### src/hdl/hll_pkg.sv
// Shared types, constants and the FNV step for the HyperLogLog sketch update block.
`default_nettype none

package hll_pkg;

    localparam int MAX_PRECISION = 17;
    localparam int MIN_PRECISION = 4;
    localparam int RESET_PRECISION = 14;

    localparam int HASH_W = 64;
    localparam int PREC_W = 5;
    localparam int VAL_W = 6;
    localparam int IDX_W = MAX_PRECISION;
    localparam int ZC_W = MAX_PRECISION + 1;
    localparam int SKETCH_DEPTH = 1 << MAX_PRECISION;

    localparam logic [PREC_W-1:0] PREC_MIN = PREC_W'(MIN_PRECISION);
    localparam logic [PREC_W-1:0] PREC_MAX = PREC_W'(MAX_PRECISION);
    localparam logic [PREC_W-1:0] PREC_RESET = PREC_W'(RESET_PRECISION);

    localparam logic [HASH_W-1:0] FNV_BASIS = 64'hcbf2_9ce4_8422_2325;

    typedef enum logic [1:0] {
        CMD_KEY_BYTE = 2'd0,
        CMD_PREHASH  = 2'd1,
        CMD_CLEAR    = 2'd2
    } t_cmd;

    typedef struct packed {
        t_cmd              cmd;
        logic [7:0]        data_byte;
        logic              last_byte;
        logic [HASH_W-1:0] hash_value;
    } t_item;

    typedef struct packed {
        logic [HASH_W-1:0] key_hash;
        logic [IDX_W-1:0]  register_index;
        logic [VAL_W-1:0]  register_value;
        logic              was_raised;
        logic [ZC_W-1:0]   zero_registers;
    } t_result;

    typedef enum logic [2:0] {
        ST_IDLE,
        ST_SCAN,
        ST_RANK,
        ST_UPDATE,
        ST_CLEAR
    } t_state;

    typedef struct packed {
        logic fnv_step;
        logic key_done;
        logic load_pre;
        logic sweep_start;
        logic sweep_write;
        logic sweep_end;
        logic report_clear;
        logic scan;
        logic rank;
        logic update;
    } t_dp_cmd;

    typedef struct packed {
        logic sweep_last;
    } t_dp_stat;

    // One FNV-1a step. The prime is 2^40 + 0x1b3, so the product modulo 2^64
    // reduces to a handful of shifted adds.
    function automatic logic [HASH_W-1:0] fnv_step(input logic [HASH_W-1:0] h,
                                                   input logic [7:0] b);
        logic [HASH_W-1:0] x;
        x = h ^ {{(HASH_W-8){1'b0}}, b};
        return (x << 40) + (x << 8) + (x << 7) + (x << 5) + (x << 4) + (x << 1) + x;
    endfunction

endpackage

`default_nettype wire

### src/hdl/hll_ctrl.sv
// Controller state machine: sequences key updates and clearing sweeps.
`default_nettype none

module hll_ctrl (
    input  wire logic              i_clk,
    input  wire logic              i_rst_n,
    input  wire logic              i_start,
    input  wire hll_pkg::t_cmd     i_cmd,
    input  wire logic              i_last,
    input  wire logic              i_cfg_we,
    input  wire hll_pkg::t_dp_stat i_stat,
    output hll_pkg::t_dp_cmd       o_cmd,
    output logic                   o_busy
);

    hll_pkg::t_state r_state, n_state;
    logic            r_report, n_report;

    always_ff @(posedge i_clk) begin
        if (!i_rst_n) begin
            r_state  <= hll_pkg::ST_CLEAR;
            r_report <= 1'b0;
        end else begin
            r_state  <= n_state;
            r_report <= n_report;
        end
    end

    always_comb begin
        n_state  = r_state;
        n_report = r_report;
        unique case (r_state)
            hll_pkg::ST_IDLE: begin
                if (i_start) begin
                    unique case (i_cmd)
                        hll_pkg::CMD_KEY_BYTE: begin
                            if (i_last) begin
                                n_state = hll_pkg::ST_SCAN;
                            end
                        end
                        hll_pkg::CMD_PREHASH: begin
                            n_state = hll_pkg::ST_SCAN;
                        end
                        hll_pkg::CMD_CLEAR: begin
                            n_state  = hll_pkg::ST_CLEAR;
                            n_report = 1'b1;
                        end
                        default: begin
                        end
                    endcase
                end
            end
            hll_pkg::ST_SCAN:   n_state = hll_pkg::ST_RANK;
            hll_pkg::ST_RANK:   n_state = hll_pkg::ST_UPDATE;
            hll_pkg::ST_UPDATE: n_state = hll_pkg::ST_IDLE;
            hll_pkg::ST_CLEAR: begin
                if (i_stat.sweep_last) begin
                    n_state = hll_pkg::ST_IDLE;
                end
            end
            default: n_state = hll_pkg::ST_IDLE;
        endcase
        // A precision write restarts the sweep and the sketch comes up silently.
        if (i_cfg_we) begin
            n_state  = hll_pkg::ST_CLEAR;
            n_report = 1'b0;
        end
    end

    always_comb begin
        logic idle_start;
        idle_start = (r_state == hll_pkg::ST_IDLE) && i_start;
        o_cmd = '0;
        o_cmd.fnv_step    = idle_start && (i_cmd == hll_pkg::CMD_KEY_BYTE);
        o_cmd.key_done    = idle_start && (i_cmd == hll_pkg::CMD_KEY_BYTE) && i_last;
        o_cmd.load_pre    = idle_start && (i_cmd == hll_pkg::CMD_PREHASH);
        o_cmd.sweep_start = i_cfg_we || (idle_start && (i_cmd == hll_pkg::CMD_CLEAR));
        o_cmd.sweep_write = (r_state == hll_pkg::ST_CLEAR);
        o_cmd.sweep_end   = (r_state == hll_pkg::ST_CLEAR) && i_stat.sweep_last;
        o_cmd.report_clear = o_cmd.sweep_end && r_report && !i_cfg_we;
        o_cmd.scan        = (r_state == hll_pkg::ST_SCAN);
        o_cmd.rank        = (r_state == hll_pkg::ST_RANK);
        o_cmd.update      = (r_state == hll_pkg::ST_UPDATE);
        o_busy            = (r_state != hll_pkg::ST_IDLE);
    end

endmodule

`default_nettype wire

### config.mk
export PLATFORM = sky130hd
export DESIGN_NAME = hll_ctrl
export DESIGN_NICKNAME = d
export VERILOG_FILES = /design/src/hdl/hll_pkg.sv /design/src/hdl/hll_ctrl.sv
export SDC_FILE = /design/constraint.sdc
export NUM_CORES = 1
export LEC_CHECK = 0
export BUFFER_PORTS_ARGS = -buffer_cell sky130_fd_sc_hd__buf_2
export CAP_MARGIN = 20
export CORE_AREA = 10 10 47 49
export CTS_BUF_LIST = sky130_fd_sc_hd__clkbuf_4 sky130_fd_sc_hd__clkbuf_8
export DETAILED_ROUTE_END_ITERATION = 8
export DIE_AREA = 0 0 57 59
export GPL_TIMING_DRIVEN = 0
export PLACE_DENSITY = 0.46
export RECOVER_POWER = 25
export SYNTH_ARGS = -nofsm -noshare
export SYNTH_HDL_FRONTEND = slang
export SYNTH_SLANG_ARGS = --single-unit
### constraint.sdc
create_clock -name i_clk -period 1.5 [get_ports i_clk]
set_clock_uncertainty 0.05 [all_clocks]
set_input_delay 0.075 -clock i_clk [delete_from_list [all_inputs] [get_ports i_clk]]
set_output_delay 0.075 -clock i_clk [all_outputs]
set_load 0.01 [all_outputs]
Yosys cells after proc, flatten, opt, wreduce, memory -nomap -nowiden
Index checks and enable logic that the tools add are counted.
{"block": "classes", "n_eq_ne": 10, "n_mux": 5, "bitwise": 1, "reduce_logical": 16}
{"cell": "one-hot mux 3 bit (4 select lines)", "n": 1}
{"cell": "2-to-1 mux 3 bit", "n": 3}
{"cell": "one-hot mux 3 bit (3 select lines)", "n": 1}
{"cell": "logical AND 1 bit", "n": 8}
{"cell": "== test 3 x 2 -> 1 bit (second input constant)", "n": 2}
{"cell": "inequality test 2 bit (second input constant)", "n": 2}
{"cell": "inequality test 4 x 1 -> 1 bit (second input constant)", "n": 1}
{"cell": "AND reduction 4 bit", "n": 1}
{"cell": "== test 3 x 1 -> 1 bit (second input constant)", "n": 1}
{"cell": "== test 3 bit (second input constant)", "n": 1}
{"cell": "logical NOT 3 bit", "n": 1}
{"cell": "inequality test 3 bit (second input constant)", "n": 1}
{"cell": "AND reduction 3 bit", "n": 1}
{"cell": "nonzero test 3 bit", "n": 1}
{"cell": "== test 2 x 1 -> 1 bit (second input constant)", "n": 1}
{"cell": "== test 2 bit (second input constant)", "n": 1}
{"cell": "logical NOT 2 bit", "n": 1}
{"cell": "OR reduction 2 bit", "n": 1}
{"cell": "logical NOT 1 bit", "n": 1}
{"cell": "logical OR 1 bit", "n": 1}
{"cell": "inverter 1 bit", "n": 1}
{"block": "word_totals", "wordCells": 34, "regBits": 4, "in_bits": 8, "out_inout_bits": 11}

Logic depth before layout (Yosys ltp)
{"block": "logic_depth", "ltp_word": 4, "mapped_depth": 5, "ltp_nobuf": 5}

Worst setup path after synthesis
No wires, ideal clock.
{"block": "synth_path", "path_type": "reg2out", "from": "reg r_state[2]", "to": "out o_cmd[3] (netlist name)", "setup_slack_ns": 0.260, "arrival_time_ns": 1.115, "n_path_buf": 0, "stages_incl_launch_ff": 4, "cell_sequence": "dfxtp_1 -> nor3b_2 -> and2_1 -> and3b_1"}
{"element": "start, declared", "line_no": "hll_ctrl.sv:16", "text": "hll_pkg::t_state r_state, n_state;"}
{"element": "start signal, assigned", "line_no": "hll_ctrl.sv:21", "text": "r_state <= hll_pkg::ST_CLEAR;"}
{"element": "start signal, assigned", "line_no": "hll_ctrl.sv:24", "text": "r_state <= n_state;"}
{"element": "end, declared", "line_no": "hll_ctrl.sv:12", "text": "output hll_pkg::t_dp_cmd o_cmd,"}

==> results.md <==
* TNS Setup at 0 ns
* DP Worst Slack at 0.2581 ns
* R2r setup slk at 0.36 ns
* Final ANT Viol Nets at 0
* Pint at 225.5 uW
* Layout cells sized above 1 at 47.37%
* Fin nets at 70
* GRT overflow at 0
* Final WS setup at 0.02377 ns
* CTS sink count at 4
* Crit path cell chain: nor3_2 -> and4_1 -> buf_2
* Critical Path RT at 1.37 ns
* Slew headroom at 73.01%
* GRT Util Overall at 5.493%
* Worst hold slack at 0.04507 ns
* Crit path time final at 1.476 ns
* Register bit total from synthesis at 4
* Critical Path Fanout Max at 7
* Post-synthesis average cell area at 8.515 um2
* CP peak stage delay at 0.39 ns
* Pwr dens at 672.2 mW/mm2
* Sequential area share after synthesis at 26.12%
* Rows at 14
* CP Class: reg -> out
* Initial Util at 21.87%
* YS warnings at 0
* Cells after Synth at 36
* Final setup viols at 0
* Area grow syn2layout at 46.12%
* DIE AREA at 0.003363 mm2
* Die Y-Extent at 59 um
* Drc violations at 0
* TritonCTS clock tree: built
* Root buf cell: clkbuf_4
* Initial antenna violation count at 0
* Logic gate share of total power at 18.5%
* Critical path endpoint category: output port
* WP data arrival at 1.35 ns
* Mapped cell area at 306.5 um2
* Max Slew Vio Count at 0
* First-pass GRT wire length at 1476 um
* Initial DRC Count at 4
* Distinct cells, synth at 22
* WL final at 867 um
* Hpwl dp at 731.2 um
* Worst Tran Pin Value at 0.4026 ns
* Vias in the first global route at 354
* Switching share of power at 25.09%
* CP max stage cell: nor3_2
* # diodes at 0
* Worst-path clk slew at 0.04 ns
* Vias at 337
* Nature of the critical path startpoint: register
* Horiz. Die Dim at 57 um
* Routed vias/inst at 4.616
* Status: finished clean
* Max Cap Viol at 0
* Final worst path period share at 98.42%
* Design Area, Final at 447.9 um2
* Core area at 0.001401 mm2
* CTS HTree Levels at 1
* Leak at 0.0002405 uW
* RSZ-0062 raised after global routing: yes
* GP Congestion at 0.7097
* Worst VDD drop at 0.0001951 V
* Register share of total power at 37.1%
* Placed cell areas at 416.7 um2
* Largest net degree at the start of global routing at 8
* Boundary pin count at 19
* IO buf count at 18
* Routed WL per cell at 11.88 um
* Hold Crit Class: in -> reg
* Post-Syn Nets at 47
* Num CTS Buffers at 3
* Max Freq at 0.6774 GHz
* Clk Latency, worst-skew pair at 0.23 ns
* Fin. Hold Viols at 0
* Overall Power at 301.1 uW
* Initial DRT Pass Iterations at 4
* Clk buf depth at 2
* Clk network pwr share at 44.5%
* Psw at 75.55 uW
* Post-CTS Setup Inserts at 0
* # hold bufs at CTS at 0
==> repair_timing <==
action                                  CTS  global route
pin swaps                                 0             1
gates resized for setup                   0             3
endpoints found under the setup margin    1             5
cloned                                    0             0
==> worst paths after layout <==
check	from	to	cells past startpoint
worst max-delay path	r_state[0]	o_cmd[8]	3
worst min-delay path	i_stat	r_state[2]	2
worst max register to register	r_state[0]	r_state[2]	3
worst min register to register	r_report	r_report	2
==> layout make-up <==
type	count	area, um2
Inverter	4	15.01
Fill cell	164	953.4
Sequential cell	4	82.58
Tap cell	16	20.02
Multi-Input combinational cell	28	217.7
Timing Repair Buffer	18	90.09
Clock buffer	3	22.52
==> metal layers <==
layer  GRT usage (%)  wire length, um
met4           4.027                6
met2           6.977              326
met3           5.150              178
met5               0                0
met1           5.476              356
==> through the flow <==
step | utilization, % | cells
2_1_floorplan | - | 36
3_3_place_gp | 29.73 | 70
3_5_place_dp | 29.73 | 70
4_1_cts | 31.34 | 73
5_1_grt | 31.96 | 73
6_report | 31.96 | 73
==> critical path, delay by kind of cell (launching register included) <==
| kind | cells | cell delay (ns) |
|---|---|---|
| buf+inv | 1 | 0.13 |
| flops | 1 | 0.37 |
| simple gates | 2 | 0.62 |
==> power by group through the flow <==
stage | logic [uW] | clock network (uW) | registers, uW
after floorplan | 30.3 | 0 | 112
after global placement | 55.3 | 0 | 113
after detailed placement | 55.1 | 0 | 113
after CTS | 55.6 | 139 | 111
after global routing | 63.4 | 141 | 112
final | 55.6 | 134 | 112
==> cells in the final DEF, fill, tap and decap left out, types with 3 or more instances in the layout <==
| cell | synthesis | layout |
|---|---|---|
| inv_1 | 4 | 4 |
| buf_2 | 0 | 18 |
| clkbuf_4 | 0 | 3 |
| nand2_1 | 3 | 3 |
| ha_1 | 3 | 3 |
==> cells in the mapped netlist <==
| library cell | number | share of area (%) |
|---|---|---|
| nand2b_1 | 1 | 2.0 |
| nor3b_2 | 1 | 4.1 |
| o31ai_1 | 1 | 2.4 |
| a31oi_1 | 1 | 2.0 |
| o221ai_1 | 1 | 2.9 |
| inv_1 | 4 | 4.9 |
| xnor2_1 | 1 | 2.9 |
| nor3_1 | 1 | 1.6 |
| nor2b_1 | 1 | 2.0 |
| dfxtp_1 | 4 | 26 |
| ha_1 | 3 | 12 |
| nor2_1 | 2 | 2.4 |
| nand3_1 | 1 | 1.6 |
| and3_1 | 2 | 4.1 |
| mux2_2 | 1 | 3.7 |
| nor3b_1 | 1 | 2.4 |
| nor3_2 | 1 | 3.3 |
| a31o_2 | 1 | 2.9 |
| and3b_1 | 2 | 5.7 |
| and4_1 | 1 | 2.9 |
| and2_1 | 2 | 4.1 |
| nand2_1 | 3 | 3.7 |
==> kinds of logic (layout without fill, tap and decap cells) <==
logic type / after synthesis / after routing / share of synthesized area (%)
fa+ha+maj: 3 / 3 / 12.25
mux: 1 / 1 / 3.673
xor+xnor: 1 / 1 / 2.858
simple gates: 19 / 19 / 40.00
buf+inv: 4 / 25 / 4.897
compound gates: 4 / 4 / 10.21
flops: 4 / 4 / 26.12
==> registers in the layout, summed over array words and instances, names as in the netlist <==
register and count:
r_report 1, r_state 3
No activity file was read; power rests on OpenSTA's default activity.
